<file path="src/rtl/ibsac_pkg.sv">
// ----------------------------------------------------------------------------
// ibsac_pkg
// Shared widths, register map and reset values for the IMU bias, scale and
// alignment correction block.
// ----------------------------------------------------------------------------
`default_nettype none

package ibsac_pkg;

    // Sample and arithmetic widths
    localparam int SAMPLE_W = 16;
    localparam int COEF_W   = 16;
    localparam int BIAS_W   = 16;
    localparam int FRAC_W   = 14;
    localparam int DIFF_W   = ((SAMPLE_W > BIAS_W) ? SAMPLE_W : BIAS_W) + 1;
    localparam int PROD_W   = COEF_W + DIFF_W;
    localparam int SUM_W    = PROD_W + 2;
    localparam int RND_W    = SUM_W - FRAC_W;
    localparam int ROUND_HALF = 2 ** (FRAC_W - 1);

    localparam int AXES     = 3;
    localparam int BIAS_LSB = AXES * COEF_W;

    // Register map
    localparam int NUM_REGS = 6;
    localparam int ROW_W    = 64;
    localparam int PADDR_W  = $clog2(NUM_REGS * 8);
    localparam int IDX_W    = PADDR_W - 3;

    localparam logic [IDX_W-1:0] REG_ACCEL_ROW0 = IDX_W'(0);
    localparam logic [IDX_W-1:0] REG_ACCEL_ROW1 = IDX_W'(1);
    localparam logic [IDX_W-1:0] REG_ACCEL_ROW2 = IDX_W'(2);
    localparam logic [IDX_W-1:0] REG_GYRO_ROW0  = IDX_W'(3);
    localparam logic [IDX_W-1:0] REG_GYRO_ROW1  = IDX_W'(4);
    localparam logic [IDX_W-1:0] REG_GYRO_ROW2  = IDX_W'(5);

    typedef logic [ROW_W-1:0]         row_t;
    typedef logic signed [DIFF_W-1:0] diff_t;
    typedef logic [SAMPLE_W-1:0]      sample_t;

    typedef struct packed {
        row_t [AXES-1:0] accel;
        row_t [AXES-1:0] gyro;
    } cfg_t;

    // Identity matrix, zero bias
    localparam row_t ROW0_RESET = 64'h0000_0000_0000_4000;
    localparam row_t ROW1_RESET = 64'h0000_0000_4000_0000;
    localparam row_t ROW2_RESET = 64'h0000_4000_0000_0000;

    localparam sample_t SAT_HI = {1'b0, {(SAMPLE_W - 1){1'b1}}};
    localparam sample_t SAT_LO = {1'b1, {(SAMPLE_W - 1){1'b0}}};

endpackage

`default_nettype wire

</file>
<file path="src/rtl/ibsac_lane.sv">
// ----------------------------------------------------------------------------
// ibsac_lane
// One output axis: three products, then sum, round and saturate.
// ----------------------------------------------------------------------------
`default_nettype none

module ibsac_lane import ibsac_pkg::*; (
    input  wire logic  clk,
    input  wire logic  en_mul,
    input  wire logic  en_out,
    input  wire row_t  row,
    input  wire diff_t d [AXES],
    output sample_t    cal,
    output logic       clip
);

    logic signed [PROD_W-1:0] prod_reg  [AXES];
    logic signed [PROD_W-1:0] prod_next [AXES];
    logic signed [SUM_W-1:0]  sum;
    logic signed [RND_W-1:0]  rounded;
    logic                     fits;
    sample_t                  cal_reg;
    sample_t                  cal_next;
    logic                     clip_reg;

    always_comb
    begin
        for (int j = 0; j < AXES; j++)
        begin
            prod_next[j] = PROD_W'($signed(row[COEF_W*j +: COEF_W])) * PROD_W'(d[j]);
        end
    end

    // Add half an LSB, then floor-shift: ties go toward plus infinity
    assign sum = SUM_W'(prod_reg[0]) + SUM_W'(prod_reg[1]) + SUM_W'(prod_reg[2])
               + SUM_W'(ROUND_HALF);
    assign rounded = sum[SUM_W-1:FRAC_W];

    // Fits when every bit above the sample sign agrees with it
    assign fits = (&rounded[RND_W-1:SAMPLE_W-1]) || !(|rounded[RND_W-1:SAMPLE_W-1]);

    always_comb
    begin
        if (fits)
            cal_next = rounded[SAMPLE_W-1:0];
        else if (rounded[RND_W-1])
            cal_next = SAT_LO;
        else
            cal_next = SAT_HI;
    end

    always_ff @(posedge clk)
    begin
        if (en_mul)
        begin
            for (int j = 0; j < AXES; j++)
                prod_reg[j] <= prod_next[j];
        end
        if (en_out)
        begin
            cal_reg  <= cal_next;
            clip_reg <= !fits;
        end
    end

    assign cal  = cal_reg;
    assign clip = clip_reg;

endmodule

`default_nettype wire

</file>
<file path="config.mk">
export PLATFORM = sky130hd
export DESIGN_NAME = ibsac_lane
export DESIGN_NICKNAME = d
export VERILOG_FILES = /design/src/rtl/ibsac_pkg.sv /design/src/rtl/ibsac_lane.sv
export SDC_FILE = /design/constraint.sdc
export NUM_CORES = 2
export LEC_CHECK = 0
export BUFFER_PORTS_ARGS = -buffer_cell sky130_fd_sc_hd__buf_2
export CORE_MARGIN = 8
export CORE_UTILIZATION = 30
export CTS_BUF_LIST = sky130_fd_sc_hd__clkbuf_4 sky130_fd_sc_hd__clkbuf_8 sky130_fd_sc_hd__clkbuf_16
export CTS_CLUSTER_SIZE = 10
export DETAILED_ROUTE_END_ITERATION = 16
export PLACE_DENSITY = 0.53
export SLEW_MARGIN = 40
export SYNTH_ARGS = -nofsm -noshare
export SYNTH_HDL_FRONTEND = slang
export SYNTH_SLANG_ARGS = --single-unit
</file>
<file path="constraint.sdc">
create_clock -name clk -period 18.4 [get_ports clk]
set_input_delay 0.92 -clock clk [delete_from_list [all_inputs] [get_ports clk]]
set_output_delay 0.92 -clock clk [all_outputs]
set_load 0.05 [all_outputs]
</file>
==> flow_summary.toml <==
[yosys]
yosys_most_used_dff = "sky130_fd_sc_hd__edfxtp_1"
postSynthNetCount = 5128
netlist_top_cells_area = "sky130_fd_sc_hd__fa_1, sky130_fd_sc_hd__ha_1, sky130_fd_sc_hd__inv_1, sky130_fd_sc_hd__edfxtp_1, sky130_fd_sc_hd__and2_1"
synth_edf_count = 116
yosysWarnings = 0
syn-cell-area_um2 = 37100
postSynthAreaPerCell_um2 = 9.68
asyncSetResetFlopFracSynth_pct = 0
synth.ff_latch_count = 116
synth-compound-area-share_pct = 5.85
yosys.area_share.simple_pct = 14.1
synth_top_area_cell = "sky130_fd_sc_hd__fa_1"
synthesis.instances = 3834
synth.lib_cells_used.distinct = 80
largest_family_of_logic_cells_by_synthesized_area = "adder cells"
adder_cell_share_of_the_synthesized_area_pct = 57.0
post_synth_xor_area_fraction_pct = 2.78
synth.area.mux_share_pct = 0.115
sequential_to_total_area_share_from_yosys_stat_pct = 9.38
synth_largest_type_area_fraction_pct = 46.4

[detailed_routing]
routed_wl_mm = 87.4
drc_errors = 0
route.detailed.vias_per_inst = 4.55
route.detailed.wl_per_inst_um = 15.9
drt-pass1-iter-count = 5
route.vias.total = 25000
drtIter0Drc = 1122
antenna_left = 0

[critical_path]
cp.required_ns = 18.57
worstPathMaxFanout = 17
max_stage_delay_ns = 0.59
rrSetupSlack_ns = 13.51
crit_chain = "buf_2 -> nand2_1 -> fa_1 -> inv_1 -> fa_1 -> inv_1 -> fa_1 -> inv_1 -> fa_1 -> fa_1 -> inv_1 -> fa_1 -> inv_1 -> ha_1 -> or4_1 -> a211oi_1 -> o41a_1 -> a21oi_1 -> or2_1 -> or4b_1 -> a31oi_1 -> xnor2_1"
setup.worst_path.class = "in2reg"
critical_path.slowest_cell = "sky130_fd_sc_hd__or4_1"
critical-path-top-delay-family = "adder cells"
setup_crit_start_kind = "input pin"
r2r-start = "prod_reg[0][78]"
worst_r2r_endpoint = "cal[6]"
crit_top_cell = "sky130_fd_sc_hd__fa_1"
worst_r2r_path_depth = 12
endpoint_kind = "flop"
worstPathArrival_ns = 7.45
cp_num_buf_inv = 6

[die]
die_area_um2 = 135000
std_cell_rows = 129
die_width_um = 368
die_height_um = 368
start_util_pct = 30.1
floorplan.io_pins = 135
core_um2 = 123000

[clocking]
cts.htree.levels = 4
clock_path_buffers = 2
cts_repair_resize_count = 0
cts_inserted_buffers = 17
cts_root_buf = "sky130_fd_sc_hd__clkbuf_16"
clock_sinks = 116
post-cts-setup-buffers = 0
clk_transition_reported_paths_ns = 0.06
cts_tree = "built"
postCtsHoldBufs = 0
skew_pair_late_insertion_delay_ns = 0.43

[place]
globalplace.congestion = 0.810
dp.final_hpwl_mm = 72.8
placement.io_buffers = 118
dp_cells = 5472

[run]
maxCapViolations = 0

[global_routing]
gr-usage-all-layers_pct = 13.2
grt.overflow.total = 0
number_of_antenna_violations_at_the_first_check_in_global_routing = 1
first_global_vias = 27300
grt_first_pass_wirelength_mm = 145
maximum_number_of_pins_on_one_net_before_global_route_repair = 69

[outcome]
outcome = "finished, final reports clean"

[sta]
holdWs_ns = 0.924
timing.final.setup_violations = 0
setup_repair_after_global_routing_missed_its_margin = "no"
min_period_ns = 7.27
layout_worst_path_cycle_share_pct = 39.5
final-hold-violation-count = 0
fin_skew_ns = 0.00804
setup-tns-final_ns = 0
timing_worst_slew_pin_value_ns = 0.751
max-slew-margin-rel_pct = 49.9
final_max_slew_viol_count = 0
achievable-frequency_ghz = 0.138

[min_path]
timing.hold.worst_path_depth = 1
timing.hold.worst.class = "in2reg"
hold_end = "cal[12]"
hold_path_startpoint = "en_out"

[layout]
post_layout_nonfiller_instances = 5503
layout_area_growth_over_synthesis_pct = 7.38
largest_register_ff_count = 99
drive_above_1_share_pct = 4.66
antennaDiodeCount = 0
layout.filler_cells = 12900
nNetsFinal = 5148
## synth_stat cells (all sizes together) (4+ instances only)
cell / instances
a31oi: 9
a211oi: 15
and2: 397
or3: 8
o21a: 16
xnor2: 94
nor2b: 8
clkbuf: 115
nor4: 8
xor2: 24
o311ai: 4
ha: 316
nor3: 21
and4: 4
o2111a: 4
o21bai: 13
o2111ai: 6
o211ai: 13
fa: 860
or2: 10
edfxtp: 116
nand4: 5
a21o: 46
nand2: 427
o21ai: 51
o31ai: 5
inv: 948
nand2b: 23
and3: 11
o31a: 4
a21oi: 87
nand3: 19
nor2: 87
## kinds of logic after synthesis
family	Yosys count
simple gates	1040
buf+inv	1066
xor+xnor	118
mux	4
fa+ha+maj	1176
compound gates	314
flops	116
## per-layer routing
metal	track usage (%)	vias up	wire, um
met5	0	-	0
met4	2.61	0	1610
met1	18.4	13000	40500
li1	-	11500	-
met2	22.1	456	42000
met3	1.60	83	3280
## area by class of cell
cell class              count  area (um2)  area share, %
inverters                 948        3560           8.93
well taps                1637        2050           5.14
clock inverters            14         108          0.270
flip-flops and latches    116        3480           8.74
clock buffers              17         425           1.07
repair buffers            119         604           1.52
multi-input cells        2652       29600           74.3
## cells in the final DEF, fill, tap and decap left out, types with 7 or more instances in the layout
master / netlist / routed
sky130_fd_sc_hd__buf_2: 2 / 117
sky130_fd_sc_hd__nor2b_1: 8 / 8
sky130_fd_sc_hd__fa_1: 860 / 860
sky130_fd_sc_hd__o21ai_0: 48 / 48
sky130_fd_sc_hd__and2_1: 396 / 396
sky130_fd_sc_hd__xor2_1: 24 / 24
sky130_fd_sc_hd__edfxtp_1: 116 / 116
sky130_fd_sc_hd__o21a_1: 16 / 16
sky130_fd_sc_hd__ha_1: 316 / 316
sky130_fd_sc_hd__nor3_1: 21 / 21
sky130_fd_sc_hd__a21oi_1: 82 / 82
sky130_fd_sc_hd__a21o_1: 46 / 46
sky130_fd_sc_hd__or3_1: 7 / 7
sky130_fd_sc_hd__a211oi_1: 14 / 14
sky130_fd_sc_hd__inv_1: 948 / 948
sky130_fd_sc_hd__or2_2: 9 / 9
sky130_fd_sc_hd__nor4_1: 8 / 8
sky130_fd_sc_hd__a31oi_1: 8 / 8
sky130_fd_sc_hd__and3_1: 11 / 11
sky130_fd_sc_hd__nor2_1: 87 / 87
sky130_fd_sc_hd__o21bai_1: 13 / 13
sky130_fd_sc_hd__nand2b_1: 23 / 23
sky130_fd_sc_hd__nand2_1: 426 / 426
sky130_fd_sc_hd__o211ai_1: 13 / 13
sky130_fd_sc_hd__nand3_1: 19 / 19
sky130_fd_sc_hd__xnor2_1: 94 / 94
sky130_fd_sc_hd__clkbuf_16: 0 / 17
## stage by stage
stage,cell area (um2),worst slack (ns),util [%]
2_1_floorplan,37100,11.36,-
3_3_place_gp,39300,10.63,31.9
3_5_place_dp,39300,10.63,31.9
4_1_cts,39900,11.07,32.3
5_1_grt,39900,10.80,32.3
6_report,39900,11.13,32.3
## worst max path at each step
stage,startpoint,cells after the start,to
global placement,row[17],20,prod_reg[0][65]
floorplan,row[23],23,prod_reg[0][65]
finish,row[23],22,prod_reg[0][65]
global route,row[23],22,prod_reg[0][63]
detailed placement,row[23],22,prod_reg[0][65]
CTS,row[23],22,prod_reg[0][65]
Power is left out: the tool's default activity adds up to more than one toggle a clock period on the data nets, which glitch-free logic cannot reach.
