**src/rtl/ibsac_pkg.sv**
```systemverilog
// ----------------------------------------------------------------------------
// ibsac_pkg
// Shared widths, register map and reset values for the IMU bias, scale and
// alignment correction block.
// ----------------------------------------------------------------------------
`default_nettype none

package ibsac_pkg;

    // Sample and arithmetic widths
    localparam int SAMPLE_W = 16;
    localparam int COEF_W   = 16;
    localparam int BIAS_W   = 16;
    localparam int FRAC_W   = 14;
    localparam int DIFF_W   = ((SAMPLE_W > BIAS_W) ? SAMPLE_W : BIAS_W) + 1;
    localparam int PROD_W   = COEF_W + DIFF_W;
    localparam int SUM_W    = PROD_W + 2;
    localparam int RND_W    = SUM_W - FRAC_W;
    localparam int ROUND_HALF = 2 ** (FRAC_W - 1);

    localparam int AXES     = 3;
    localparam int BIAS_LSB = AXES * COEF_W;

    // Register map
    localparam int NUM_REGS = 6;
    localparam int ROW_W    = 64;
    localparam int PADDR_W  = $clog2(NUM_REGS * 8);
    localparam int IDX_W    = PADDR_W - 3;

    localparam logic [IDX_W-1:0] REG_ACCEL_ROW0 = IDX_W'(0);
    localparam logic [IDX_W-1:0] REG_ACCEL_ROW1 = IDX_W'(1);
    localparam logic [IDX_W-1:0] REG_ACCEL_ROW2 = IDX_W'(2);
    localparam logic [IDX_W-1:0] REG_GYRO_ROW0  = IDX_W'(3);
    localparam logic [IDX_W-1:0] REG_GYRO_ROW1  = IDX_W'(4);
    localparam logic [IDX_W-1:0] REG_GYRO_ROW2  = IDX_W'(5);

    typedef logic [ROW_W-1:0]         row_t;
    typedef logic signed [DIFF_W-1:0] diff_t;
    typedef logic [SAMPLE_W-1:0]      sample_t;

    typedef struct packed {
        row_t [AXES-1:0] accel;
        row_t [AXES-1:0] gyro;
    } cfg_t;

    // Identity matrix, zero bias
    localparam row_t ROW0_RESET = 64'h0000_0000_0000_4000;
    localparam row_t ROW1_RESET = 64'h0000_0000_4000_0000;
    localparam row_t ROW2_RESET = 64'h0000_4000_0000_0000;

    localparam sample_t SAT_HI = {1'b0, {(SAMPLE_W - 1){1'b1}}};
    localparam sample_t SAT_LO = {1'b1, {(SAMPLE_W - 1){1'b0}}};

endpackage

`default_nettype wire

```
**src/rtl/ibsac_regs.sv**
```systemverilog
// ----------------------------------------------------------------------------
// ibsac_regs
// APB register file holding the six packed matrix rows with bias.
// ----------------------------------------------------------------------------
`default_nettype none

module ibsac_regs import ibsac_pkg::*; (
    input  wire logic               clk,
    input  wire logic               rst_n,
    input  wire logic               psel,
    input  wire logic               penable,
    input  wire logic               pwrite,
    input  wire logic [PADDR_W-1:0] paddr,
    input  wire logic [ROW_W-1:0]   pwdata,
    output logic      [ROW_W-1:0]   prdata,
    output logic                    pready,
    output cfg_t                    cfg
);

    cfg_t             cfg_reg;
    cfg_t             cfg_next;
    logic [IDX_W-1:0] reg_idx;
    logic             wr_en;

    assign reg_idx = paddr[PADDR_W-1:3];
    assign wr_en   = psel && penable && pwrite;
    assign pready  = 1'b1;
    assign cfg     = cfg_reg;

    always_comb
    begin
        cfg_next = cfg_reg;
        if (wr_en)
        begin
            case (reg_idx)
                REG_ACCEL_ROW0: cfg_next.accel[0] = pwdata;
                REG_ACCEL_ROW1: cfg_next.accel[1] = pwdata;
                REG_ACCEL_ROW2: cfg_next.accel[2] = pwdata;
                REG_GYRO_ROW0:  cfg_next.gyro[0]  = pwdata;
                REG_GYRO_ROW1:  cfg_next.gyro[1]  = pwdata;
                REG_GYRO_ROW2:  cfg_next.gyro[2]  = pwdata;
                default:        cfg_next = cfg_reg;
            endcase
        end
    end

    always_comb
    begin
        case (reg_idx)
            REG_ACCEL_ROW0: prdata = cfg_reg.accel[0];
            REG_ACCEL_ROW1: prdata = cfg_reg.accel[1];
            REG_ACCEL_ROW2: prdata = cfg_reg.accel[2];
            REG_GYRO_ROW0:  prdata = cfg_reg.gyro[0];
            REG_GYRO_ROW1:  prdata = cfg_reg.gyro[1];
            REG_GYRO_ROW2:  prdata = cfg_reg.gyro[2];
            default:        prdata = '0;
        endcase
    end

    always_ff @(posedge clk or negedge rst_n)
    begin
        if (!rst_n)
        begin
            cfg_reg.accel[0] <= ROW0_RESET;
            cfg_reg.accel[1] <= ROW1_RESET;
            cfg_reg.accel[2] <= ROW2_RESET;
            cfg_reg.gyro[0]  <= ROW0_RESET;
            cfg_reg.gyro[1]  <= ROW1_RESET;
            cfg_reg.gyro[2]  <= ROW2_RESET;
        end
        else
        begin
            cfg_reg <= cfg_next;
        end
    end

endmodule

`default_nettype wire

```
**config.mk**
```make
export PLATFORM = sky130hd
export DESIGN_NAME = ibsac_regs
export DESIGN_NICKNAME = d
export VERILOG_FILES = /design/src/rtl/ibsac_pkg.sv /design/src/rtl/ibsac_regs.sv
export SDC_FILE = /design/constraint.sdc
export NUM_CORES = 1
export LEC_CHECK = 0
export ABC_CLOCK_PERIOD_IN_PS = 2100
export BUFFER_PORTS_ARGS = -buffer_cell sky130_fd_sc_hd__buf_2
export CAP_MARGIN = 20
export CORE_AREA = 2 2 269 271
export CTS_CLUSTER_DIAMETER = 150
export DETAILED_ROUTE_END_ITERATION = 12
export DIE_AREA = 0 0 271 273
export PLACE_DENSITY_LB_ADDON = 0.08
export SYNTH_ARGS = -nofsm -noshare
export SYNTH_HDL_FRONTEND = slang
export SYNTH_SLANG_ARGS = --single-unit
```
**constraint.sdc**
```tcl
create_clock -name clk -period 2.1 [get_ports clk]
set_input_delay 0.21 -clock clk [delete_from_list [all_inputs] [get_ports clk]]
set_output_delay 0.21 -clock clk [all_outputs]
set_load 0.02 [all_outputs]
```
==> impl_metrics.py, run 1 <==
metrics = {
    "outcome": {
        "status": "complete, no violations",
    },
    "placement": {
        "hpwl_um": 45900,
        "gp_congestion": 0.782,
        "io_buffers": 519,
    },
    "synthesis": {
        "async_flop_share_pct": 100,
        "synth_cell_types": 32,
        "synth_edf_count": 0,
        "ys_ff_latch": 384,
        "yosys.area.top_type_share_pct": 53.8,
        "synth_top_cell_by_area": "dfrtp_1",
        "synth_common_cells": "mux2_2, dfrtp_1, mux2_1",
        "syn_area_per_cell_um2": 13.7,
        "synth_nets": 1360,
        "seq_area_frac_synth_pct": 54.7,
        "yosys_most_used_dff": "dfrtp_1",
        "synth_most_common_cell": "mux2_2",
        "yosysWarnings": 0,
        "syn_inst": 1285,
        "synthTopCellsByArea": "dfrtp_1, mux2_2, mux2_1",
        "syn-cell-area_um2": 17600,
    },
    "sta": {
        "fin_setup_tns_ns": 0,
        "maxSlewViolCount": 0,
        "fmax_mhz": 496,
        "fin_skew_ns": 0,
        "setup_viol": 0,
        "rsz0062_at_grt": "false",
        "final_hold_viol_count": 0,
        "fin_crit_ns": 2.01,
        "post-route-period-util_pct": 95.9,
    },
    "route": {
        "antenna_left": 0,
        "dr.pass1.iters": 4,
        "num_vias": 13291,
        "routed_wl_um": 67900,
        "vias_per_cell": 4.64,
        "drt_drc_violations_left": 0,
        "drt-initial-drc-count": 566,
        "wl_per_cell_um": 23.7,
    },
    "cts": {
        "cts_buffers": 48,
        "htreeDepth": 2,
        "cts_tree": "yes",
        "clk_latency_ns": 0.57,
        "root_buffer": "clkbuf_16",
        "cts.sinks": 384,
        "cts_buffer_depth": 3,
        "post_cts_buffers": 0,
        "clkTransAtPathRegs_ns": 0.06,
    },
    "worst_setup_path": {
        "critPathMaxFanout": 3,
        "critPathRequiredTime_ns": 1.89,
        "crit_chain": "mux4_2 > a22o_1 > buf_2",
        "path_class": "flop to primary output",
        "arrival_ns": 1.80,
        "slowest_stage": "mux4_2",
        "end_kind": "primary output",
        "critPathLaunchType": "flop",
        "worst_path_largest_cell_delay_ns": 0.48,
    },
    "pwr": {
        "p_seq_share_pct": 39.0,
        "pwr-share-clk_pct": 32.6,
        "power_uw": 25600,
        "ir_drop_mv": 0.526,
        "internal_power_uw": 16800,
        "leakage_uw": 0.0117,
        "power.density_nw_per_um2": 1070,
        "combinationalPowerShare_pct": 28.4,
        "switching_power_uw": 8830,
        "swShare_pct": 34.5,
    },
    "floorplanning": {
        "die_w_um": 271,
        "start_util_pct": 24.8,
        "core_um2": 71000,
        "die_h_um": 273,
        "placementRows": 98,
        "dieArea_um2": 74000,
        "pin_count": 524,
    },
    "layout": {
        "diodes": 0,
        "drive_gt1_share_pct": 55.3,
        "area_delta_synth_final_pct": 36.5,
        "nets": 1955,
        "largest_register_ffs": 384,
    },
    "run": {
        "maxCapViolations": 0,
    },
    "global_routing": {
        "grt_remaining_overflow": 0,
        "grt_usage_pct": 18.0,
        "grt_pass1_vias": 14093,
        "antenna_found_initial": 1,
        "grt_pass1_wl_um": 99300,
        "grt_start_max_net_pins": 65,
    },
    "hold_path": {
        "hold_path_class": "input port to asynchronous set/reset pin",
    },
}
power by group through the flow:
stage	Sequential (uW)	Combinational, uW	Clock (uW)
after floorplan	11700	2430	0
after global placement	10100	7260	0
after detailed placement	10100	7290	0
after CTS	10000	7400	8680
after global routing	10200	7760	9000
final	10000	7270	8370
cells by family (layout without fill, tap and decap cells):
family          count (synthesis)  count (layout)  share of synthesized area, %
mux                           519             519                          32.9
flops                         384             384                          54.7
compound gates                181             181                          6.82
buf+inv                       101             733                          2.72
simple gates                   99              99                          2.89
other cells                     1               1                        0.0213
through the flow:
step	hold slack, ns	cell area, um^2	util, %	setup WS, ns	instances
after floorplan	-0.0856	17600	-	0.191	1285
after global placement	0.158	21700	30.6	0.130	2715
after detailed placement	0.155	21700	30.6	0.127	2715
after CTS	0.113	24000	33.8	0.0240	2867
after global routing	0.139	24000	33.8	0.00370	2867
final	0.131	24000	33.8	0.0852	2867
cells in the final DEF, fill, tap and decap left out, types with 8 or more instances in the layout:
cell type      netlist  final
buf_2               52    515
buf_4                9     35
a221oi_1            29     24
o21ai_0             34     34
a211o_1             14     14
nand3_1             13     13
mux2_1              71     71
mux2_2             386    386
a21o_1              13     13
a21oi_1             41     41
clkbuf_8             0     11
nor3b_1             14     14
buf_12               0     27
clkbuf_16            0     49
a31oi_1             29     29
dlygate4sd3_1        0     65
clkbuf_1            26     14
a211oi_1            13     13
clkinv_2             0      8
mux2i_1             61     61
nand2_1             60     60
dfrtp_1            378    378
area by class of cell:
cell class	instances	area [um^2]
inverter	1	6.26
timing repair buffer	645	4070
multi-input combinational	800	7550
clock buffer	74	1430
clock inverter	13	148
tap	950	1190
sequential	384	9620
fill	7225	47000
worst max-delay path: cells and delay by family, from the launching register on:
family | cells | cell delay, ns
AOI/OAI and AO/OA | 1 | 0.19
DFF | 1 | 0.40
buffers and inverters | 1 | 0.15
muxes | 1 | 0.48
metal layers:
metal  track usage, %  wire [um]
met1             22.8      29000
met2             29.8      32900
met3             5.29       4570
met4             4.62       1490
met5                0          0
what timing repair did:
| item | in CTS | in global routing |
|---|---|---|
| endpoints found under the setup margin | 0 | 5 |
| resized for setup | 0 | 5 |
| hold buffers | 65 | 0 |
| hold endpoints to repair | 736 | 0 |
worst paths after layout:
kind | depth (start not counted) | slack, ns | to | from
max | 3 | 0.09 | prdata[52] | cfg[52]
min | 2 | 0.13 | cfg[91] | rst_n
max reg2reg | 1 | 1.26 | cfg[237] | cfg[237]
min reg2reg | 1 | 0.51 | cfg[255] | cfg[255]
max in group asynchronous | 3 | 1.20 | cfg[14] | rst_n
min in group clk | 4 | 0.41 | cfg[346] | paddr[5]
(Power assumes the default switching activity.)
==> inputs of run 2 (changes only) <==
--- a/config.mk
+++ b/config.mk
@@ -6,7 +6,7 @@
 export NUM_CORES = 1
 export LEC_CHECK = 0
 export ABC_CLOCK_PERIOD_IN_PS = 2100
-export BUFFER_PORTS_ARGS = -buffer_cell sky130_fd_sc_hd__buf_2
+export BUFFER_PORTS_ARGS = -buffer_cell sky130_fd_sc_hd__clkbuf_2
 export CAP_MARGIN = 20
 export CORE_AREA = 2 2 269 271
 export CTS_CLUSTER_DIAMETER = 150
==> impl_metrics.py, run 2 (synthesis gave the netlist of run 1 again) <==
metrics = {
    "sta": {
        "rsz0062_at_grt": "false",
        "fin_setup_tns_ns": 0,
        "setup_viol": 0,
        "post-route-period-util_pct": 94.7,
        "fin_skew_ns": 0,
        "fmax_mhz": 503,
        "maxSlewViolCount": 0,
        "final_hold_viol_count": 0,
        "fin_crit_ns": 1.99,
    },
    "worst_setup_path": {
        "path_class": "flop to primary output",
        "critPathMaxFanout": 3,
        "arrival_ns": 1.78,
        "end_kind": "primary output",
        "critPathLaunchType": "flop",
        "critPathRequiredTime_ns": 1.89,
    },
    "hold_path": {
        "hold_path_class": "input port to asynchronous set/reset pin",
    },
    "pwr": {
        "p_seq_share_pct": 39.4,
        "ir_drop_mv": 0.536,
        "leakage_uw": 0.0116,
        "power_uw": 25600,
        "internal_power_uw": 16700,
        "power.density_nw_per_um2": 1070,
        "combinationalPowerShare_pct": 28.0,
        "swShare_pct": 34.7,
        "pwr-share-clk_pct": 32.6,
        "switching_power_uw": 8880,
    },
    "cts": {
        "cts_buffer_depth": 3,
        "clk_latency_ns": 0.56,
        "cts.sinks": 384,
        "clkTransAtPathRegs_ns": 0.06,
        "cts_tree": "yes",
        "root_buffer": "clkbuf_16",
        "htreeDepth": 2,
        "cts_buffers": 48,
    },
    "floorplanning": {
        "dieArea_um2": 74000,
        "die_w_um": 271,
        "core_um2": 71000,
        "placementRows": 98,
        "die_h_um": 273,
        "start_util_pct": 24.8,
        "pin_count": 524,
    },
    "layout": {
        "area_delta_synth_final_pct": 36.7,
        "final_cell_mix": "clkbuf_2, mux2_2, dfrtp_1",
        "fillers": 7157,
        "final_cell_area_um2": 24000,
        "nets": 1957,
        "largest_register_ffs": 384,
        "final_cells": 2868,
        "mostFrequentLayoutCell": "clkbuf_2",
        "drive_gt1_share_pct": 55.6,
        "diodes": 0,
    },
    "route": {
        "dr.pass1.iters": 4,
        "routed_wl_um": 67400,
        "num_vias": 13144,
        "vias_per_cell": 4.58,
        "wl_per_cell_um": 23.5,
        "antenna_left": 0,
        "drt-initial-drc-count": 508,
        "drt_drc_violations_left": 0,
    },
    "placement": {
        "gp_congestion": 0.770,
        "io_buffers": 519,
        "place_area_um2": 21800,
        "hpwl_um": 46000,
        "placedCellCount": 2717,
    },
    "global_routing": {
        "grt_pass1_wl_um": 98400,
        "grt_start_max_net_pins": 79,
        "grt_usage_pct": 17.7,
        "grt_remaining_overflow": 0,
        "grt_pass1_vias": 13690,
        "antenna_found_initial": 0,
    },
    "outcome": {
        "status": "complete, no violations",
    },
    "run": {
        "maxCapViolations": 0,
    },
}
==> run 2: cell type report <==
cell class	count	area (um^2)	share of cell area, %
Sequential cell	384	9620	40.0
Inverter	1	6.26	0.0260
Tap cell	950	1190	4.95
Clock inverter	14	130	0.541
Multi-Input combinational cell	800	7540	31.4
Clock buffer	72	1450	6.04
Timing Repair Buffer	647	4100	17.0
==> run 2: stage by stage <==
| step | hold WS, ns | utilization (%) | worst slack [ns] |
|---|---|---|---|
| floorplan | -0.0856 | - | 0.191 |
| global placement | 0.152 | 30.7 | 0.200 |
| detailed placement | 0.152 | 30.7 | 0.206 |
| CTS | 0.130 | 33.8 | 0.0226 |
| global route | 0.153 | 33.8 | 0.0113 |
| finish | 0.152 | 33.8 | 0.111 |
==> run 2: worst max-delay path, stage by stage (launching register included) <==
cell	delay, ns
dfrtp_1	0.40
mux4_2	0.47
a22o_1	0.19
clkbuf_2	0.15
==> run 2: layer usage <==
metal / share of wire (%) / vias up / wire length [um] / track usage [%]
met5: 0 / - / 0 / 0
met4: 2.1 / 0 / 1380 / 4.43
met3: 7.1 / 78 / 4770 / 5.20
met2: 48 / 351 / 32300 / 29.2
met1: 43 / 6772 / 29000 / 22.8
li1: - / 5943 / - / -
==> run 2: power by group through the flow <==
stage | clock, uW | combinational (uW) | sequential, uW
final | 8350 | 7160 | 10100
after global routing | 8950 | 7650 | 10300
after CTS | 8640 | 7310 | 10100
after detailed placement | 0 | 7190 | 10200
after global placement | 0 | 7160 | 10200
after floorplan | 0 | 2430 | 11700
==> run 2: path summary, 6_finish.rpt <==
path	start	cells past startpoint	slack, ns	to
worst min register to register	cfg[255]	1	0.51	cfg[255]
max in group asynchronous	rst_n	4	1.11	cfg[134]
worst max register to register	cfg[199]	1	1.26	cfg[199]
min in group clk	paddr[3]	4	0.40	cfg[86]
worst min-delay path	rst_n	2	0.15	cfg[88]
worst max-delay path	cfg[52]	3	0.11	prdata[52]
==> run 2: what timing repair did <==
item                       CTS  global route
hold endpoints to repair   550             0
setup endpoints to repair    0             4
setup buffers                0             0
hold buffers                65             0
resized for setup            0             5
